==> src/hw/rtl/wmie_pkg.sv <==
// Shared types, constants and opcodes of the word machine instruction executor.
`default_nettype none
package wmie_pkg;

	localparam int unsigned WORD_W    = 32;
	localparam int unsigned REG_COUNT = 256;
	// data memory depth, a power of two: addresses are taken modulo by masking
	localparam int unsigned MEM_WORDS = 65536;
	localparam int unsigned MEM_AW    = $clog2(MEM_WORDS);
	localparam int unsigned DIV_CNT_W = $clog2(WORD_W);

	localparam logic [7:0] SP_DATA      = 8'(REG_COUNT - 4);
	localparam logic [7:0] SP_SAVE      = 8'(REG_COUNT - 3);
	localparam logic [7:0] SP_CALL      = 8'(REG_COUNT - 2);
	localparam logic [7:0] CONSOLE_PORT = 8'd78;
	localparam logic [WORD_W-1:0] SIGN_BIT = 32'h8000_0000;

	// divider request and response
	typedef struct packed {
		logic              start;
		logic [WORD_W-1:0] dividend;
		logic [WORD_W-1:0] divisor;
	} div_req_t;

	typedef struct packed {
		logic              done;
		logic [WORD_W-1:0] quot;
		logic [WORD_W-1:0] rem;
	} div_res_t;

	typedef enum logic [5:0] {
		OP_ADD_RRR, OP_ADD_RRL, OP_SUB_RRR, OP_SUB_RRL, OP_SUB_RLR, OP_RSH, OP_LSH, OP_INC,
		OP_DEC, OP_XOR_RRR, OP_XOR_RRL, OP_OR_RRR, OP_OR_RRL, OP_AND_RRR, OP_AND_RRL,
		OP_MUL_RRR, OP_MUL_RRL, OP_DIV_RRR, OP_DIV_RRL, OP_DIV_RLR, OP_MOD_RRR, OP_MOD_RRL,
		OP_MOD_RLR, OP_IMM, OP_MOV, OP_LOAD_L, OP_LOAD_R, OP_ST_LL, OP_ST_LR, OP_ST_RL,
		OP_ST_RR, OP_PUSH_R, OP_PUSH_L, OP_POP, OP_SAVE, OP_RESTORE, OP_JMP_L, OP_JMP_R,
		OP_BC_L, OP_BC_R, OP_BNC_L, OP_BNC_R, OP_BZ_L, OP_BZ_R, OP_BNZ_L, OP_BNZ_R,
		OP_BNN_L, OP_BNN_R, OP_BN_L, OP_BN_R, OP_CMP_RR, OP_CMP_RL, OP_CMP_LR, OP_CALL_L,
		OP_CALL_R, OP_RET, OP_HALT, OP_IN, OP_OUT_R, OP_OUT_L, OP_SHL_RRL, OP_SHL_RRR,
		OP_SHR_RRL, OP_SHR_RRR
	} opcode_t;

endpackage
`default_nettype wire

==> src/hw/rtl/wmie_div.sv <==
// Iterative restoring divider, one quotient bit per cycle.
`default_nettype none
module wmie_div (
	input  wire logic              clk,
	input  wire logic              arst_n,
	input  wire wmie_pkg::div_req_t req,
	output wmie_pkg::div_res_t     res
);

	logic                           busy_q;
	logic                           done_q;
	logic [wmie_pkg::DIV_CNT_W-1:0] cnt_q;
	logic [wmie_pkg::WORD_W-1:0]    rem_q;
	logic [wmie_pkg::WORD_W-1:0]    quo_q;
	logic [wmie_pkg::WORD_W-1:0]    dvs_q;
	logic [wmie_pkg::WORD_W:0]      shifted;
	logic [wmie_pkg::WORD_W:0]      diff;
	logic                           ge;

	// trial subtract of the shifted partial remainder
	always_comb begin
		shifted = {rem_q, quo_q[wmie_pkg::WORD_W-1]};
		diff    = shifted - {1'b0, dvs_q};
		ge      = !diff[wmie_pkg::WORD_W];
	end

	// control
	always_ff @(posedge clk or negedge arst_n) begin
		if (!arst_n) begin
			busy_q <= 1'b0;
			done_q <= 1'b0;
			cnt_q  <= '0;
		end else if (req.start) begin
			busy_q <= 1'b1;
			done_q <= 1'b0;
			cnt_q  <= '0;
		end else if (busy_q) begin
			cnt_q <= cnt_q + 1'b1;
			if (cnt_q == wmie_pkg::DIV_CNT_W'(wmie_pkg::WORD_W - 1)) begin
				busy_q <= 1'b0;
				done_q <= 1'b1;
			end
		end else begin
			done_q <= 1'b0;
		end
	end

	// datapath
	always_ff @(posedge clk) begin
		if (req.start) begin
			rem_q <= '0;
			quo_q <= req.dividend;
			dvs_q <= req.divisor;
		end else if (busy_q) begin
			rem_q <= ge ? diff[wmie_pkg::WORD_W-1:0] : shifted[wmie_pkg::WORD_W-1:0];
			quo_q <= {quo_q[wmie_pkg::WORD_W-2:0], ge};
		end
	end

	assign res.done = done_q;
	assign res.quot = quo_q;
	assign res.rem  = rem_q;

endmodule
`default_nettype wire
==> config.mk <==
export PLATFORM = sky130hd
export DESIGN_NAME = wmie_div
export DESIGN_NICKNAME = d
export VERILOG_FILES = /design/src/hw/rtl/wmie_pkg.sv /design/src/hw/rtl/wmie_div.sv
export SDC_FILE = /design/constraint.sdc
export NUM_CORES = 1
export LEC_CHECK = 0
export ABC_AREA = 1
export BUFFER_PORTS_ARGS = -buffer_cell sky130_fd_sc_hd__buf_4
export CORE_MARGIN = 5
export CORE_UTILIZATION = 61
export DETAILED_ROUTE_END_ITERATION = 16
export GPL_TIMING_DRIVEN = 0
export PLACE_DENSITY = 0.95
export SYNTH_ARGS = -nofsm -noshare
export SYNTH_HDL_FRONTEND = slang
export SYNTH_SLANG_ARGS = --single-unit
==> constraint.sdc <==
create_clock -name clk -period 6.9 [get_ports clk]
set_input_delay 1.38 -clock clk [delete_from_list [all_inputs] [get_ports clk]]
set_output_delay 1.38 -clock clk [all_outputs]
set_load 0.1 [all_outputs]
==> summary.md, run 1 <==
| Metric | Value |
|---|---|
| Result of the run | `completed` |
| Number of antenna violations at the first check in global routing | `0` |
| Sequential cell area fraction in the yosys report | `0.384` |
| Number of setup violations in the final report | `0` |
| Async S/R FF share, synth | `0.0680` |
| Post-Synthesis Mean Instance Area | `6.92 um2` |
| Clk sink count | `103` |
| Main synth FF type | `edfxtp_1` |
| Fraction of layout cells with a size suffix above 1 | `0.191` |
| Number of cell instances on the worst register-to-register path | `16` |
| Crit. End Element | `flip-flop` |
| Total global-route track usage | `0.278` |
| Detailed-route vias per instance | `~5.1` |
| Maximum number of pins on one net before global-route repair | `35` |
| CTS clock-pin slew for the worst setup and hold paths | `0.07 ns` |
| Slew at the pin with the worst max-slew slack | `1.27 ns` |
| Count of standard-cell rows | `39` |
| Critical path fanouts, max | `34` |
| Resized Gates After CTS | `0` |
| Die Height | `118 um` |
| First drt pass iteration count | `5` |
| Final hold violation count | `0` |
| Number of vias in the routed layout | `6774` |
| Global-route wire length before repair | `about 32000 um` |
| Clock skew after layout | `0.0118 ns` |
| Number of warnings issued by yosys | `0` |
| H-tree depth | `3` |
| Top Family by Delay on Critical Path | `buffers and inverters` |
| Count of fill cells added during filler insertion | `~850` |
| Sum of net half-perimeters after detailed placement | `15100 um` |
| Worst setup SP type | `input pin` |
| Die Footprint | `13900 um2` |
| Crit path largest cell delay | `0.97 ns` |
| Total clock buffers created by CTS | `9` |
| Type of the setup path with the least slack | `input pin to flip-flop` |
| CTS tree | `done` |
| # port buffers | `131` |
| Synthesized netlist net count | `around 1100` |
| Most frequent cells in the layout | `nand2_1 (442), inv_1 (206), buf_4 (132), edfxtp_1 (64), nor2_1 (47)` |
| Buffer depth of the longest clock path | `2` |
| Fin Hold WS | `roughly 0.5 ns` |
| Critical Path Start | `req[64]` |
| Capturing element of the worst setup path | `quo_q[3]$_DFFE_PP_` |
| Source of the worst register-to-register timing path | `quo_q[31]$_DFFE_PP_` |
| Data required time at the worst endpoint | `6.87 ns` |
| Gp weighted congestion | `between 0.9 and 1` |
| Vias in the first global route | `6860` |
| Hold Path Class | `flip-flop to flip-flop` |
| Worst-path cell chain | `buf_4, clkbuf_1, nor2_1, inv_1` |
| Worst setup margin | `3.41 ns` |
| Count of boundary I/O pins | `132` |
| Average wire length per cell after detail routing | `14.7 um` |
| Area of the core | `11400 um2` |
| Width of the chip | `118 um` |
| Final critical path time including I/O delays and setup | `approximately 3.5 ns` |
| Gr ovfl total | `0` |
| Count of max-cap constraint violations | `0` |
| Starting density of the core | `0.624` |
| Buf/Inv on CP | `3` |
| Data arrival time of the worst path | `3.45 ns` |
| Post-synthesis instance area | `7120 um2` |
| Yosys cell types | `42` |
| Fraction of synthesized cell area taken by the top area cell type | `0.270` |
| Number of DRC violations after detailed-routing iteration 0 | `between 500 and 600` |
| Max rail drop VDD | `between 0.15 and 0.2 mV` |
| Unrepaired setup endpoints after global routing | `no` |
| Maximum clock rate | `between 200 and 300 MHz` |
| Leakage | `between 4 and 5 nW` |
| FF-to-FF End | `quo_q[0]$_DFFE_PP_` |
| Remaining max-slew budget at the tightest pin | `0.150` |
| Gate count of the mapped netlist | `a little over 1000` |
| Setup TNS | `0 ns` |
| Area Growth Syn to Fin | `20.4%` |
| Cell type with the highest aggregate area in the netlist | `edfxtp_1` |
| Clock root buffer | `clkbuf_16` |
| Final standard cell utilization of the core | `0.751` |
| Post-CTS Setup Repair Bufs | `0` |
| Critical path's slowest cell | `inv_1` |
| Remaining design rule violation count | `0` |
| Total design power | `between 1.5 and 2 mW` |
| Pwr/cell area | `189 nW/um2` |
| Number of synthesized flops with an enable pin | `64` |
| Net count of the finished layout | `1274` |
| Final cycle utilization of the critical path | `0.505` |
| Cts-stage hold buffer count | `0` |
| Post-detailed-route count of antenna-violating nets | `0` |
| Most common cell after layout, fill and taps aside | `nand2_1` |
| Count of cell instances traversed by the critical path | `4` |
| R2R setup slack | `~4.2 ns` |
| Largest cells by area after synthesis | `edfxtp_1 (27%), nand2_1 (23%), inv_1 (11%)` |
| Synthesized flop and latch total | `103` |
| Antenna diode count | `0` |
| Clock Latency Late Sink | `0.36 ns` |
| Total count of max-transition violations in the final report | `0` |
| Pre-CTS setup slack | `between 3 and 4 ns` |
| Wirelength, routed | `19400 um` |
## sequential cells by signal (all words and copies together) (netlist names)
register,flops
busy_q,1
cnt_q,5
done_q,1
dvs_q,32
quo_q,32
rem_q,32
## tightest hold or removal path, cell delays in order (launching register included)
cell and delay [ns]:
dfxtp_1 0.34, nand2_1 0.07, nand2_1 0.04
## per-stage QoR
| stage | cells | cell area (um2) |
|---|---|---|
| after detailed placement | 1304 | 8290 |
| after global placement | 1304 | 8290 |
| after global routing | 1320 | 8570 |
| final | 1320 | 8570 |
| after floorplan | 1030 | 7120 |
| after CTS | 1320 | 8570 |
## cell type report
class                           count  area, um2  area share
Timing Repair Buffer              131        983       0.115
Multi-Input combinational cell    694       3450       0.402
Tap cell                          143        179      0.0209
Buffer                             19        134      0.0156
Sequential cell                   103       2740       0.319
Inverter                          214        803      0.0937
Clock inverter                      6       50.0     0.00584
Clock buffer                       10        239      0.0279
## where the power goes
group	internal (mW)	switching, mW
sequential	0.696	0.0219
combinational	0.106	0.292
clock	0.260	0.245
total	1.06	0.558
## cells in the mapped netlist, types with 7 or more instances
master,n
a21oi_1,17
xnor2_1,15
edfxtp_1,64
dfxtp_1,32
nand3_2,21
nand2_1,442
inv_1,206
nor2_1,47
clkbuf_1,10
nand3_1,35
inv_2,8
ha_1,34
nand2_2,26
nor3_1,12
dfrtp_1,7
## per-layer routing
metal | part of all wire | up-vias | track usage
met1 | 0.40 | 3108 | 0.322
met4 | 0.033 | 0 | 0.101
met5 | 0 | - | 0
met3 | 0.069 | 52 | 0.0687
met2 | 0.50 | 225 | 0.494
li1 | - | 3389 | -
## worst min path at each step
stage | start | to | slack [ns] | cells after the start
after detailed placement | rem_q[5]$_SDFFE_PP0P_ | rem_q[5]$_SDFFE_PP0P_ | 0.48 | 2
after floorplan | done_q$_DFFE_PN0P_ | done_q$_DFFE_PN0P_ | 0.48 | 2
after global routing | rem_q[16]$_SDFFE_PP0P_ | rem_q[16]$_SDFFE_PP0P_ | 0.50 | 2
after CTS | rem_q[16]$_SDFFE_PP0P_ | rem_q[16]$_SDFFE_PP0P_ | 0.49 | 2
after global placement | rem_q[20]$_SDFFE_PP0P_ | rem_q[20]$_SDFFE_PP0P_ | 0.48 | 2
final | rem_q[5]$_SDFFE_PP0P_ | rem_q[5]$_SDFFE_PP0P_ | 0.49 | 2
## logic make-up after synthesis
kind of cell / count (synthesis) / synth area share
buffers and inverters: 233 / 0.132
and+or+nand+nor: 612 / 0.378
DFF: 103 / 0.384
AOI/OAI and AO/OA: 31 / 0.0239
xor gates and xnor gates: 16 / 0.0197
adders and majority gates: 35 / 0.0625
No activity file was read; power rests on OpenSTA's default activity.
==> inputs of run 2 (changes only) <==
Settings changed: CORE_UTILIZATION 61 to 51, PLACE_DENSITY 0.95 to 0.87.
Clock period 6.9 ns to 3 ns, I/O delays scaled along.
==> summary.md, run 2 (synthesized netlist as in run 1, its figures left out) <==
| Metric | Value |
|---|---|
| Result of the run | `completed` |
| Remaining max-slew budget at the tightest pin | `0.141 (-0.00944)` |
| Wirelength, routed | `18300 um (-6.1%)` |
| Type of the setup path with the least slack | `input pin to flip-flop` |
| Leakage | `4.78 nW (+0.11%)` |
| Gp weighted congestion | `0.988 (+5.2%)` |
| Final hold violation count | `0 (unchanged)` |
| First drt pass iteration count | `5 (unchanged)` |
| Crit. End Element | `flip-flop` |
| Total count of max-transition violations in the final report | `0 (unchanged)` |
| Global-route met1 utilization | `0.284 (-0.0387)` |
| Most common cell after layout, fill and taps aside | `nand2_1` |
| Worst setup SP type | `input pin` |
| Average wire length per cell after detail routing | `13.5 um (-8.6%)` |
| Maximum clock rate | `~370 MHz` |
| Source of the worst register-to-register timing path | `quo_q[31]$_DFFE_PP_` |
| Remaining design rule violation count | `0 (unchanged)` |
| Die Footprint | `16400 um2 (+18%)` |
| Clock skew after layout | `0.0177 ns (+0.00592 ns)` |
| Count of standard-cell rows | `43 (+10%)` |
| Die Height | `128 um (+8.6%)` |
| CTS tree | `done` |
| Critical path fanouts, max | `34 (unchanged)` |
| Fraction of layout cells with a size suffix above 1 | `0.193 (+0.00170)` |
| Final cycle utilization of the critical path | `0.902` |
| Data required time at the worst endpoint | `2.98 ns (-3.89 ns)` |
| Vias in the first global route | `6487 (-5.4%)` |
| Net count of the finished layout | `1274 (unchanged)` |
| Global-route met2 utilization | `0.385 (-0.109)` |
| R2R setup slack | `0.36 ns (-3.84 ns)` |
| Starting density of the core | `0.517 (-0.107)` |
| Area used by sequential logic in the layout | `2740 um2 (unchanged)` |
| Slew at the pin with the worst max-slew slack | `1.29 ns (+0.0141 ns)` |
| Data arrival time of the worst path | `2.68 ns (-0.77 ns)` |
| Sum of net half-perimeters after detailed placement | `14600 um (-3.2%)` |
| Buffer depth of the longest clock path | `2 (unchanged)` |
| Area of combinational cells with multiple inputs | `3450 um2 (about the same)` |
| Number of antenna violations at the first check in global routing | `0 (unchanged)` |
| Antenna diode count | `0 (unchanged)` |
| Width of the chip | `128 um (+8.6%)` |
| Area of the core | `13800 um2 (+21%)` |
| Number of cell instances on the worst register-to-register path | `16 (unchanged)` |
| CTS clock-pin slew for the worst setup and hold paths | `0.08 ns (about the same)` |
| Met3 demand-to-capacity share in global routing | `0.0550 (-0.0137)` |
| Pwr/cell area | `434 nW/um2 (+130%)` |
| Clock root buffer | `clkbuf_16` |
| Total clock buffers created by CTS | `9 (unchanged)` |
| Fin Hold WS | `0.0317 ns (-0.461 ns)` |
| Final critical path time including I/O delays and setup | `2.70 ns` |
| Cts-stage hold buffer count | `0 (unchanged)` |
| Gr ovfl total | `0 (unchanged)` |
| Hold Path Class | `input pin to asynchronous set/reset pin` |
| Number of vias in the routed layout | `6541 (-3.4%)` |
| Total global-route track usage | `0.226 (-0.0518)` |
| Count of fill cells added during filler insertion | `1259 (+47%)` |
| Setup TNS | `0 ns (unchanged)` |
| Biggest registers after layout | `dvs_q x32, quo_q x32, rem_q x32` |
| Critical Path Start | `req[64]` |
| Global-route wire length before repair | `30100 um (-5.7%)` |
| Area Growth Syn to Fin | `21.3%` |
| Count of max-cap constraint violations | `0 (unchanged)` |
| Clock Latency Late Sink | `0.36 ns (about the same)` |
| Clk sink count | `103 (unchanged)` |
| Count of boundary I/O pins | `132 (unchanged)` |
| FF-to-FF End | `quo_q[0]$_DFFE_PP_` |
| Detailed-route vias per instance | `4.82 (-6.1%)` |
| H-tree depth | `3 (unchanged)` |
| Resized Gates After CTS | `0 (unchanged)` |
| Global routing's busiest layer | `met2` |
| Unrepaired setup endpoints after global routing | `no` |
| Post-detailed-route count of antenna-violating nets | `0 (unchanged)` |
| Maximum number of pins on one net before global-route repair | `35 (unchanged)` |
| # port buffers | `131 (unchanged)` |
| Post-CTS Setup Repair Bufs | `0 (unchanged)` |
| Final standard cell utilization of the core | `0.628 (-0.123)` |
| Max rail drop VDD | `0.366 mV (+87%)` |
| Number of setup violations in the final report | `0 (unchanged)` |
| Number of DRC violations after detailed-routing iteration 0 | `383 (-29%)` |
| Most frequent cells in the layout | `nand2_1 (442), inv_1 (206), buf_4 (132), edfxtp_1 (64), nor2_1 (47)` |
run 2: cell types whose count changed in the layout (fill, tap and decap cells not counted), sizes merged:
cell    delta
clkbuf     -1
clkinv     +1
run 2: final cells by class:
class | instances | area share
plain buffers | 19 | 0.0155
clock buffers | 9 | 0.0261
clock inverters | 7 | 0.00970
inverters | 214 | 0.0929
multi-input cells | 694 | 0.399
flip-flops and latches | 103 | 0.317
well taps | 180 | 0.0261
repair buffers | 131 | 0.114
run 2: worst max-delay path, cell delays in order:
cell      delay (ns)
buf_4           0.40
clkbuf_1        0.41
nor2_1          0.25
inv_1           0.98
run 2: stage by stage:
| stage | setup slack, ns | std cells | power [mW] | cell area, um2 |
|---|---|---|---|---|
| after floorplan | 0.00612 | 1030 | 2.33 | 7130 |
| after global placement | -0.0253 | 1341 | 2.56 | 8330 |
| after detailed placement | -0.0891 | 1341 | 2.57 | 8330 |
| after CTS | 0.271 | 1357 | 3.77 | 8640 |
| after global routing | 0.0503 | 1357 | 3.90 | 8640 |
| final | 0.295 | 1357 | 3.75 | 8640 |
run 2: power breakdown:
group	switching [mW]	internal, mW
clock network	0.606	0.596
logic	0.655	0.244
registers	0.0467	1.60
total	1.31	2.44
run 2: worst max-delay path by stage:
stage	endpoint	slack, ns
2_1_floorplan	quo_q[0]$_DFFE_PP_	0.006
3_3_place_gp	quo_q[4]$_DFFE_PP_	-0.03
3_5_place_dp	quo_q[4]$_DFFE_PP_	-0.09
4_1_cts	quo_q[2]$_DFFE_PP_	0.27
5_1_grt	cnt_q[1]$_DFFE_PN0P_	0.05
6_report	quo_q[25]$_DFFE_PP_	0.30
run 2: routing by layer:
metal	part of all wire	wire, um
met5	0	0
met4	0.025	460
met3	0.066	1200
met2	0.48	8790
met1	0.43	7810
